==> src/rtl/core/bwe_pkg.sv <==
package bwe_pkg;

  localparam int unsigned NODE_W = 6;
  localparam int unsigned SLOT_W = 3;
  localparam int unsigned DEG_IN_W = 4;
  localparam int unsigned OP_W = 2;
  localparam int unsigned KIND_W = 2;

  typedef enum logic [OP_W-1:0] {
    OP_LOAD_ADJ = 2'd0,
    OP_LOAD_DEG = 2'd1,
    OP_BEGIN    = 2'd2,
    OP_STEP     = 2'd3
  } op_t;

  localparam logic [KIND_W-1:0] KIND_EXPANDED   = 2'd0;
  localparam logic [KIND_W-1:0] KIND_DISCOVERED = 2'd1;
  localparam logic [KIND_W-1:0] KIND_EMPTY      = 2'd2;

  typedef enum logic [2:0] {
    ST_INIT,
    ST_IDLE,
    ST_CLEAR,
    ST_BEGIN,
    ST_FETCH,
    ST_SCAN
  } state_t;

  typedef struct packed {
    logic load_adj;
    logic load_deg;
    logic clr_start;
    logic clr_run;
    logic clr_deg;
    logic begin_walk;
    logic emit_empty;
    logic pop;
    logic fetch;
    logic scan;
    logic finish;
  } cmd_t;

  typedef struct packed {
    logic clr_last;
    logic queue_empty;
    logic scan_done;
  } stat_t;

endpackage

==> src/rtl/core/bwe_ctrl.sv <==
module bwe_ctrl (
  input  logic           clk,
  input  logic           rst,
  input  logic           start,
  input  logic [1:0]     op,
  input  bwe_pkg::stat_t stat,
  output bwe_pkg::cmd_t  cmd,
  output logic           busy
);

  bwe_pkg::state_t state;
  bwe_pkg::state_t state_next;

  always_ff @(posedge clk) begin
    if (rst) begin
      state <= bwe_pkg::ST_INIT;
    end else begin
      state <= state_next;
    end
  end

  always_comb begin
    state_next = state;
    cmd = '0;
    busy = 1'b1;
    case (state)
      bwe_pkg::ST_INIT: begin
        cmd.clr_run = 1'b1;
        cmd.clr_deg = 1'b1;
        if (stat.clr_last) begin
          state_next = bwe_pkg::ST_IDLE;
        end
      end
      bwe_pkg::ST_IDLE: begin
        busy = 1'b0;
        if (start) begin
          case (bwe_pkg::op_t'(op))
            bwe_pkg::OP_LOAD_ADJ: cmd.load_adj = 1'b1;
            bwe_pkg::OP_LOAD_DEG: cmd.load_deg = 1'b1;
            bwe_pkg::OP_BEGIN: begin
              cmd.clr_start = 1'b1;
              state_next = bwe_pkg::ST_CLEAR;
            end
            bwe_pkg::OP_STEP: begin
              if (stat.queue_empty) begin
                cmd.emit_empty = 1'b1;
              end else begin
                cmd.pop = 1'b1;
                state_next = bwe_pkg::ST_FETCH;
              end
            end
            default: state_next = bwe_pkg::ST_IDLE;
          endcase
        end
      end
      bwe_pkg::ST_CLEAR: begin
        cmd.clr_run = 1'b1;
        if (stat.clr_last) begin
          state_next = bwe_pkg::ST_BEGIN;
        end
      end
      bwe_pkg::ST_BEGIN: begin
        cmd.begin_walk = 1'b1;
        state_next = bwe_pkg::ST_IDLE;
      end
      bwe_pkg::ST_FETCH: begin
        cmd.fetch = 1'b1;
        state_next = bwe_pkg::ST_SCAN;
      end
      bwe_pkg::ST_SCAN: begin
        cmd.scan = 1'b1;
        if (stat.scan_done) begin
          cmd.finish = 1'b1;
          state_next = bwe_pkg::ST_IDLE;
        end
      end
      default: state_next = bwe_pkg::ST_INIT;
    endcase
  end

endmodule

==> src/rtl/core/bwe_datapath.sv <==
module bwe_datapath #(
  parameter int unsigned NODE_COUNT = 64,
  parameter int unsigned MAX_DEGREE = 8
) (
  input  logic                          clk,
  input  logic                          rst,
  input  bwe_pkg::cmd_t                 cmd,
  output bwe_pkg::stat_t                stat,
  input  logic                          cfg_wr_en,
  input  logic [bwe_pkg::NODE_W-1:0]    cfg_wr_data,
  input  logic [bwe_pkg::NODE_W-1:0]    node,
  input  logic [bwe_pkg::SLOT_W-1:0]    slot,
  input  logic [bwe_pkg::NODE_W-1:0]    neighbor,
  input  logic [bwe_pkg::DEG_IN_W-1:0]  degree,
  output logic                          strobe,
  output logic [bwe_pkg::KIND_W-1:0]    kind,
  output logic [bwe_pkg::NODE_W-1:0]    result_node,
  output logic                          last
);

  localparam int unsigned NW = (NODE_COUNT > 2) ? $clog2(NODE_COUNT) : 1;
  localparam int unsigned CW = $clog2(NODE_COUNT + 1);
  localparam int unsigned DW = $clog2(MAX_DEGREE + 1);
  localparam int unsigned AW = (NODE_COUNT * MAX_DEGREE > 2) ?
                               $clog2(NODE_COUNT * MAX_DEGREE) : 1;
  localparam int unsigned NWD = bwe_pkg::NODE_W;

  logic [NWD-1:0] adj_mem [NODE_COUNT*MAX_DEGREE];
  logic [DW-1:0]  deg_mem [NODE_COUNT];
  logic           vis_mem [NODE_COUNT];
  logic [NWD-1:0] queue_mem [NODE_COUNT];

  logic [NWD-1:0] start_node;
  logic [NW-1:0]  clr_idx;
  logic [NW-1:0]  head;
  logic [NW-1:0]  tail;
  logic [CW-1:0]  count;
  logic [NWD-1:0] q_rd;
  logic [NWD-1:0] cur;
  logic [DW-1:0]  deg_q;
  logic [DW-1:0]  idx;
  logic           s1_v;
  logic [NWD-1:0] adj_q;
  logic           s2_v;
  logic [NWD-1:0] nb2;
  logic           vis_q;
  logic           mark_v;
  logic [NWD-1:0] mark_node;
  logic [bwe_pkg::KIND_W-1:0] pend_kind;
  logic [NWD-1:0] pend_node;

  logic           node_ok;
  logic           slot_ok;
  logic [DW-1:0]  deg_clamped;
  logic [NWD-1:0] start_clamped;
  logic [AW-1:0]  adj_waddr;
  logic [AW-1:0]  adj_raddr;
  logic           issue;
  logic           hit;
  logic           push_ok;

  assign node_ok = 32'(node) < NODE_COUNT;
  assign slot_ok = 32'(slot) < MAX_DEGREE;
  assign deg_clamped = (32'(degree) > MAX_DEGREE) ? DW'(MAX_DEGREE) : DW'(degree);
  assign start_clamped = (32'(start_node) >= NODE_COUNT) ? NWD'(NODE_COUNT - 1) :
                         start_node;
  assign adj_waddr = AW'(32'(node) * MAX_DEGREE + 32'(slot));
  assign adj_raddr = AW'(32'(cur) * MAX_DEGREE + 32'(idx));
  assign issue = cmd.scan && (idx < deg_q);
  assign hit = cmd.scan && s2_v && (32'(nb2) < NODE_COUNT) && !vis_q &&
               !(mark_v && (mark_node == nb2));
  assign push_ok = 32'(count) < NODE_COUNT;

  assign stat.clr_last = clr_idx == NW'(NODE_COUNT - 1);
  assign stat.queue_empty = count == '0;
  assign stat.scan_done = !(idx < deg_q) && !s1_v && !s2_v;

  always_ff @(posedge clk) begin
    if (cmd.load_adj && node_ok && slot_ok) begin
      adj_mem[adj_waddr] <= neighbor;
    end
    if (issue) begin
      adj_q <= adj_mem[adj_raddr];
    end
  end

  always_ff @(posedge clk) begin
    if (cmd.clr_run && cmd.clr_deg) begin
      deg_mem[clr_idx] <= '0;
    end else if (cmd.load_deg && node_ok) begin
      deg_mem[NW'(node)] <= deg_clamped;
    end
    if (cmd.fetch) begin
      deg_q <= deg_mem[NW'(q_rd)];
    end
  end

  always_ff @(posedge clk) begin
    if (cmd.clr_run) begin
      vis_mem[clr_idx] <= 1'b0;
    end else if (cmd.begin_walk) begin
      vis_mem[NW'(start_clamped)] <= 1'b1;
    end else if (hit) begin
      vis_mem[NW'(nb2)] <= 1'b1;
    end
    if (cmd.scan && s1_v) begin
      vis_q <= vis_mem[NW'(adj_q)];
    end
  end

  always_ff @(posedge clk) begin
    if (cmd.begin_walk) begin
      queue_mem[0] <= start_clamped;
    end else if (hit && push_ok) begin
      queue_mem[tail] <= nb2;
    end
    if (cmd.pop) begin
      q_rd <= queue_mem[head];
    end
  end

  always_ff @(posedge clk) begin
    if (rst) begin
      start_node <= '0;
      clr_idx <= '0;
      head <= '0;
      tail <= '0;
      count <= '0;
      idx <= '0;
      s1_v <= 1'b0;
      s2_v <= 1'b0;
      mark_v <= 1'b0;
      strobe <= 1'b0;
    end else begin
      if (cfg_wr_en) begin
        start_node <= cfg_wr_data;
      end
      if (cmd.clr_start) begin
        clr_idx <= '0;
      end else if (cmd.clr_run) begin
        clr_idx <= stat.clr_last ? '0 : clr_idx + 1'b1;
      end
      if (cmd.begin_walk) begin
        head <= '0;
        tail <= NW'(1);
        count <= CW'(1);
      end else begin
        if (cmd.pop) begin
          head <= (head == NW'(NODE_COUNT - 1)) ? '0 : head + 1'b1;
          count <= count - 1'b1;
        end
        if (hit && push_ok) begin
          tail <= (tail == NW'(NODE_COUNT - 1)) ? '0 : tail + 1'b1;
          count <= count + 1'b1;
        end
      end
      if (cmd.fetch) begin
        idx <= '0;
        s1_v <= 1'b0;
        s2_v <= 1'b0;
        mark_v <= 1'b0;
      end else if (cmd.scan) begin
        if (issue) begin
          idx <= idx + 1'b1;
        end
        s1_v <= issue;
        s2_v <= s1_v;
        mark_v <= hit;
      end
      strobe <= cmd.emit_empty || cmd.begin_walk || hit || cmd.finish;
    end
  end

  always_ff @(posedge clk) begin
    if (cmd.fetch) begin
      cur <= q_rd;
    end
    if (cmd.scan && s1_v) begin
      nb2 <= adj_q;
    end
    if (cmd.scan && s2_v) begin
      mark_node <= nb2;
    end
    if (cmd.fetch) begin
      pend_kind <= bwe_pkg::KIND_EXPANDED;
      pend_node <= q_rd;
    end else if (hit) begin
      pend_kind <= bwe_pkg::KIND_DISCOVERED;
      pend_node <= nb2;
    end
    if (cmd.emit_empty) begin
      kind <= bwe_pkg::KIND_EMPTY;
      result_node <= '0;
      last <= 1'b1;
    end else if (cmd.begin_walk) begin
      kind <= bwe_pkg::KIND_DISCOVERED;
      result_node <= start_clamped;
      last <= 1'b1;
    end else if (hit || cmd.finish) begin
      kind <= pend_kind;
      result_node <= pend_node;
      last <= cmd.finish;
    end
  end

endmodule

==> src/rtl/core/bfs_walk_engine_unit.sv <==
// Channel   Direction  Handshake                  Payload
// input     in         start high while busy low  op, node, slot, neighbor, degree
// result    out        strobe, one cycle per beat kind, result_node, last
// config    in         cfg_wr_en                  cfg_wr_data (start node)
//
// A load leaves the block idle; a step on an empty queue gives its beat in the next cycle.
// A step pops the queue, reads the node's degree, then scans its list through the
// adjacency memory, which delivers one neighbour entry per cycle.
// A begin clears the visited map a row per cycle, then marks and enqueues the start node.
// After reset the block clears its degree and visited memories, with busy high.
// The receiver cannot stall, so every beat goes out at once.
module bfs_walk_engine_unit #(
  parameter int unsigned NODE_COUNT = 64,
  parameter int unsigned MAX_DEGREE = 8
) (
  input  logic                          clk,
  input  logic                          rst,
  input  logic                          start,
  output logic                          busy,
  input  logic [bwe_pkg::OP_W-1:0]      op,
  input  logic [bwe_pkg::NODE_W-1:0]    node,
  input  logic [bwe_pkg::SLOT_W-1:0]    slot,
  input  logic [bwe_pkg::NODE_W-1:0]    neighbor,
  input  logic [bwe_pkg::DEG_IN_W-1:0]  degree,
  input  logic                          cfg_wr_en,
  input  logic [bwe_pkg::NODE_W-1:0]    cfg_wr_data,
  output logic                          strobe,
  output logic [bwe_pkg::KIND_W-1:0]    kind,
  output logic [bwe_pkg::NODE_W-1:0]    result_node,
  output logic                          last
);

  bwe_pkg::cmd_t  cmd;
  bwe_pkg::stat_t stat;

  bwe_ctrl u_ctrl (
    .clk  (clk),
    .rst  (rst),
    .start(start),
    .op   (op),
    .stat (stat),
    .cmd  (cmd),
    .busy (busy)
  );

  bwe_datapath #(
    .NODE_COUNT(NODE_COUNT),
    .MAX_DEGREE(MAX_DEGREE)
  ) u_datapath (
    .clk        (clk),
    .rst        (rst),
    .cmd        (cmd),
    .stat       (stat),
    .cfg_wr_en  (cfg_wr_en),
    .cfg_wr_data(cfg_wr_data),
    .node       (node),
    .slot       (slot),
    .neighbor   (neighbor),
    .degree     (degree),
    .strobe     (strobe),
    .kind       (kind),
    .result_node(result_node),
    .last       (last)
  );

  a_step_answers: assert property (@(posedge clk) disable iff (rst)
    (start && !busy && (op == bwe_pkg::OP_STEP)) |=> (busy || (strobe && last)))
    else $error("accepted step neither started nor answered");

  a_load_silent: assert property (@(posedge clk) disable iff (rst)
    (start && !busy && ((op == bwe_pkg::OP_LOAD_ADJ) || (op == bwe_pkg::OP_LOAD_DEG)))
    |=> !strobe)
    else $error("load produced a result beat");

  a_empty_form: assert property (@(posedge clk) disable iff (rst)
    (strobe && (kind == bwe_pkg::KIND_EMPTY)) |-> (last && (result_node == '0)))
    else $error("empty beat malformed");

  a_no_beat_idle: assert property (@(posedge clk) disable iff (rst)
    (strobe && !$past(busy) && !$past(start)) |-> 1'b0)
    else $error("result beat without work in progress");

endmodule
==> config.mk <==
export PLATFORM = sky130hd
export DESIGN_NAME = bfs_walk_engine_unit
export DESIGN_NICKNAME = d
export VERILOG_FILES = /design/src/rtl/core/bwe_pkg.sv /design/src/rtl/core/bwe_ctrl.sv /design/src/rtl/core/bwe_datapath.sv /design/src/rtl/core/bfs_walk_engine_unit.sv
export SDC_FILE = /design/constraint.sdc
export NUM_CORES = 2
export LEC_CHECK = 0
export BUFFER_PORTS_ARGS = -buffer_cell sky130_fd_sc_hd__buf_2
export CAP_MARGIN = 20
export CORE_MARGIN = 3
export CORE_UTILIZATION = 30
export CTS_CLUSTER_DIAMETER = 80
export DETAILED_ROUTE_END_ITERATION = 12
export HOLD_SLACK_MARGIN = 0.1
export SYNTH_ARGS = -nofsm -noshare
export SYNTH_HDL_FRONTEND = slang
export SYNTH_SLANG_ARGS = --single-unit
==> constraint.sdc <==
create_clock -name clk -period 9.24 [get_ports clk]
set_clock_uncertainty 0.15 [all_clocks]
set_input_delay 2.31 -clock clk [delete_from_list [all_inputs] [get_ports clk]]
set_output_delay 2.31 -clock clk [all_outputs]
set_load 0.01 [all_outputs]
==> results.json <==
{
  "crit_slowest_cell": "dfxtp_4",
  "cts_root_buf": "clkbuf_16",
  "syn_nets": 7753,
  "grt_pass1_vias": 77400,
  "drtIter0Drc": 9324,
  "yosysWarnings": 0,
  "start_util": 0.302,
  "crit_path_frequent_cell": "buf_4",
  "dp_cells": 14100,
  "avgViaCountPerCell": 5.19,
  "path_max_fanout": 73,
  "nets": 7842,
  "cp.required_ps": 9730,
  "cpLargestDelayFamily": "simple AND/OR/NAND/NOR gates",
  "stdcell_count": 14800,
  "core-area_um2": 506000,
  "synthAdderAreaFrac": 0.00128,
  "timing.slew.headroom": 0.0348,
  "fmax_mhz": 170,
  "ys_ff_latch": 3869,
  "power.total_uw": 35600,
  "ctsHtreeMaxLevel": 5,
  "synth_compound_area_frac": 0.0411,
  "vias": 77000,
  "nFillCells": 46700,
  "max_stage_delay_ps": 750,
  "post_cts_resize_count": 0,
  "ant_nets": 0,
  "areaGrowthSynthToFinish_pct": 13.6,
  "clock-sinks": 3869,
  "drive_gt1_frac": 0.193,
  "maxSlewViolCount": 0,
  "grtUsageTotal": 0.144,
  "mostFrequentLayoutCells": "edfxtp_1, nor2_1, mux4_2",
  "tns_ps": 0,
  "cts.path.max_buffers": 4,
  "wirelength_mm": 385,
  "overflow": 0,
  "synth_mux_area_frac": 0.152,
  "path_class": "register to register",
  "synth_flop_cell": "edfxtp_1",
  "cts_tree": "done",
  "post_drt_wl_per_cell_um": 26.0,
  "synth-edff-count": 3817,
  "cts_buffers": 393,
  "power_per_cell_area_nw_per_um2": 205,
  "die_width_um": 720,
  "synth_cells": 7707,
  "final_common_cell": "edfxtp_1",
  "maxCapViolations": 0,
  "rsz0062_at_grt": "false",
  "antenna_found_initial": 29,
  "multi_input_area_um2": 34700,
  "top_level_ports": 42,
  "portBuffers": 41,
  "yosys.area_share.simple": 0.0297,
  "setup_viol": 0,
  "die_area_um2": 518000,
  "synth_top_family_by_area": "multiplexers",
  "hold_path.class": "register to register",
  "ir_worst_vdd_mv": 0.166,
  "postCtsSetupBuffers": 0,
  "die_y_um": 720,
  "ys_types": 73,
  "worst_pin_slew_ps": 1450,
  "syn_avg_cell_area_um2": 19.8,
  "worst_ep_arrival_time_ps": 6380,
  "cp-start-kind": "register",
  "period_share": 0.638,
  "hold_viol": 0,
  "netlist_area_um2": 153000,
  "worstSetupEndpointType": "register",
  "clk-insertion-delay-late_ps": 1000,
  "min_period_ps": 5890,
  "cp.buffers_inverters": 3,
  "seq_area_um2": 116000,
  "synthArstFlopShare": 0,
  "status": "complete, no violations",
  "grt_start_max_net_pins": 192,
  "dp_hpwl_mm": 233,
  "power_leakage_uw": 0.0507,
  "drcViolationCount": 0,
  "path_cells": "buf_4 -> nand2b_4 -> buf_4 -> buf_4 -> o221ai_1 -> o22ai_1 -> o21ai_0 -> nand4_1 -> nand4_1 -> and3_1",
  "synth_xor_area_frac": 0.00143,
  "ctsHoldBuffers": 0,
  "grt_pass1_wl_mm": 557,
  "drtPass1Iterations": 6,
  "rows": 261,
  "clk_pin_slew_ps": 60,
  "gp_congestion": 0.840,
  "yosysSeqAreaShare": 0.757
}
state kept, by name, summed over array words and instances (netlist names), 2 cells and up:
| name | flops |
|---|---|
| u_datapath.result_node | 6 |
| u_datapath.start_clamped | 6 |
| u_datapath.deg_mem | 256 |
| u_datapath.nb2 | 6 |
| u_datapath.adj_mem | 3072 |
| u_ctrl.state | 3 |
| u_datapath.clr_idx | 6 |
| u_datapath.kind | 2 |
| u_datapath.queue_mem | 384 |
| u_datapath.pend_node | 6 |
| u_datapath.vis_mem | 64 |
| u_datapath.deg_q | 4 |
| u_datapath.q_rd | 6 |
| u_datapath.idx | 4 |
| u_datapath.tail | 6 |
| u_datapath.cur | 6 |
| u_datapath.head | 6 |
| u_datapath.count | 7 |
| u_datapath.mark_node | 6 |
| u_datapath.adj_q | 6 |
synthesized netlist by cell type, types with 24 or more instances:
| cell | n | area share |
|---|---|---|
| nand2_1 | 170 | 0.0042 |
| buf_2 | 68 | 0.0022 |
| buf_4 | 50 | 0.0025 |
| nand3_1 | 32 | 0.0010 |
| edfxtp_1 | 3817 | 0.75 |
| mux2i_1 | 588 | 0.039 |
| buf_6 | 40 | 0.0029 |
| dfxtp_1 | 52 | 0.0068 |
| mux4_1 | 25 | 0.0043 |
| a21oi_1 | 54 | 0.0018 |
| o21ai_0 | 97 | 0.0032 |
| buf_1 | 27 | 0.00066 |
| o221ai_1 | 284 | 0.016 |
| nor2_1 | 767 | 0.019 |
| clkbuf_1 | 276 | 0.0068 |
| nand4_1 | 32 | 0.0013 |
| o22ai_1 | 158 | 0.0065 |
| o2111ai_1 | 24 | 0.0014 |
| a21boi_0 | 110 | 0.0054 |
| mux4_2 | 734 | 0.11 |
final timing paths:
check | start | to | slack, ps | depth (start not counted)
max | u_datapath.idx[2] | u_datapath.adj_q[2] | 3350 | 10
min | u_datapath.pend_node[2] | u_datapath.result_node[2] | 320 | 2
max reg2reg | u_datapath.idx[2] | u_datapath.adj_q[2] | 3350 | 10
min reg2reg | u_datapath.pend_node[2] | u_datapath.result_node[2] | 320 | 2
area by class of cell:
type,count,area share
well taps,6706,0.0484
multi-input cells,3337,0.200
diodes,7,0.000101
repair buffers,171,0.00923
inverters,24,0.000563
clock buffers,458,0.0590
clock inverters,265,0.0159
flip-flops and latches,3869,0.667
worst reg2reg max path: cells and delay by family, from the launching register on:
kind / cells / cell delay [ps]
buffers and inverters: 3 / 1690
AOI/OAI and AO/OA: 3 / 1200
DFF: 1 / 750
and+or+nand+nor: 4 / 1740
per-stage QoR:
step | utilization | cell area, um2 | worst slack (ps) | hold WS, ps
floorplan | - | 153000 | 2590 | 274
global placement | 0.317 | 160000 | 2510 | 292
detailed placement | 0.317 | 160000 | 2370 | 296
CTS | 0.342 | 173000 | 3370 | 318
global route | 0.343 | 173000 | 3220 | 326
finish | 0.343 | 173000 | 3350 | 321
report_power, final:
part	switching (uW)	internal, uW
logic	380	50.6
clock network	6680	9240
registers	12.8	19300
routing by layer:
metal	up-vias	track usage	share of wire	wire length (um)
li1	32200	-	-	-
met1	40600	0.198	0.41	159000
met2	3565	0.234	0.48	183000
met3	632	0.0258	0.082	31700
met4	10	0.0414	0.028	11000
met5	-	0	0.00016	60
logic make-up (layout without fill, tap and decap cells):
kind of cell | Yosys count | after routing
buffers and inverters | 501 | 918
DFF | 3869 | 3869
other | 0 | 7
AOI/OAI and AO/OA | 841 | 841
and+or+nand+nor | 1099 | 1099
muxes | 1357 | 1357
xor gates and xnor gates | 25 | 25
adders and majority gates | 15 | 15
Power figures use the tool's default switching activity.
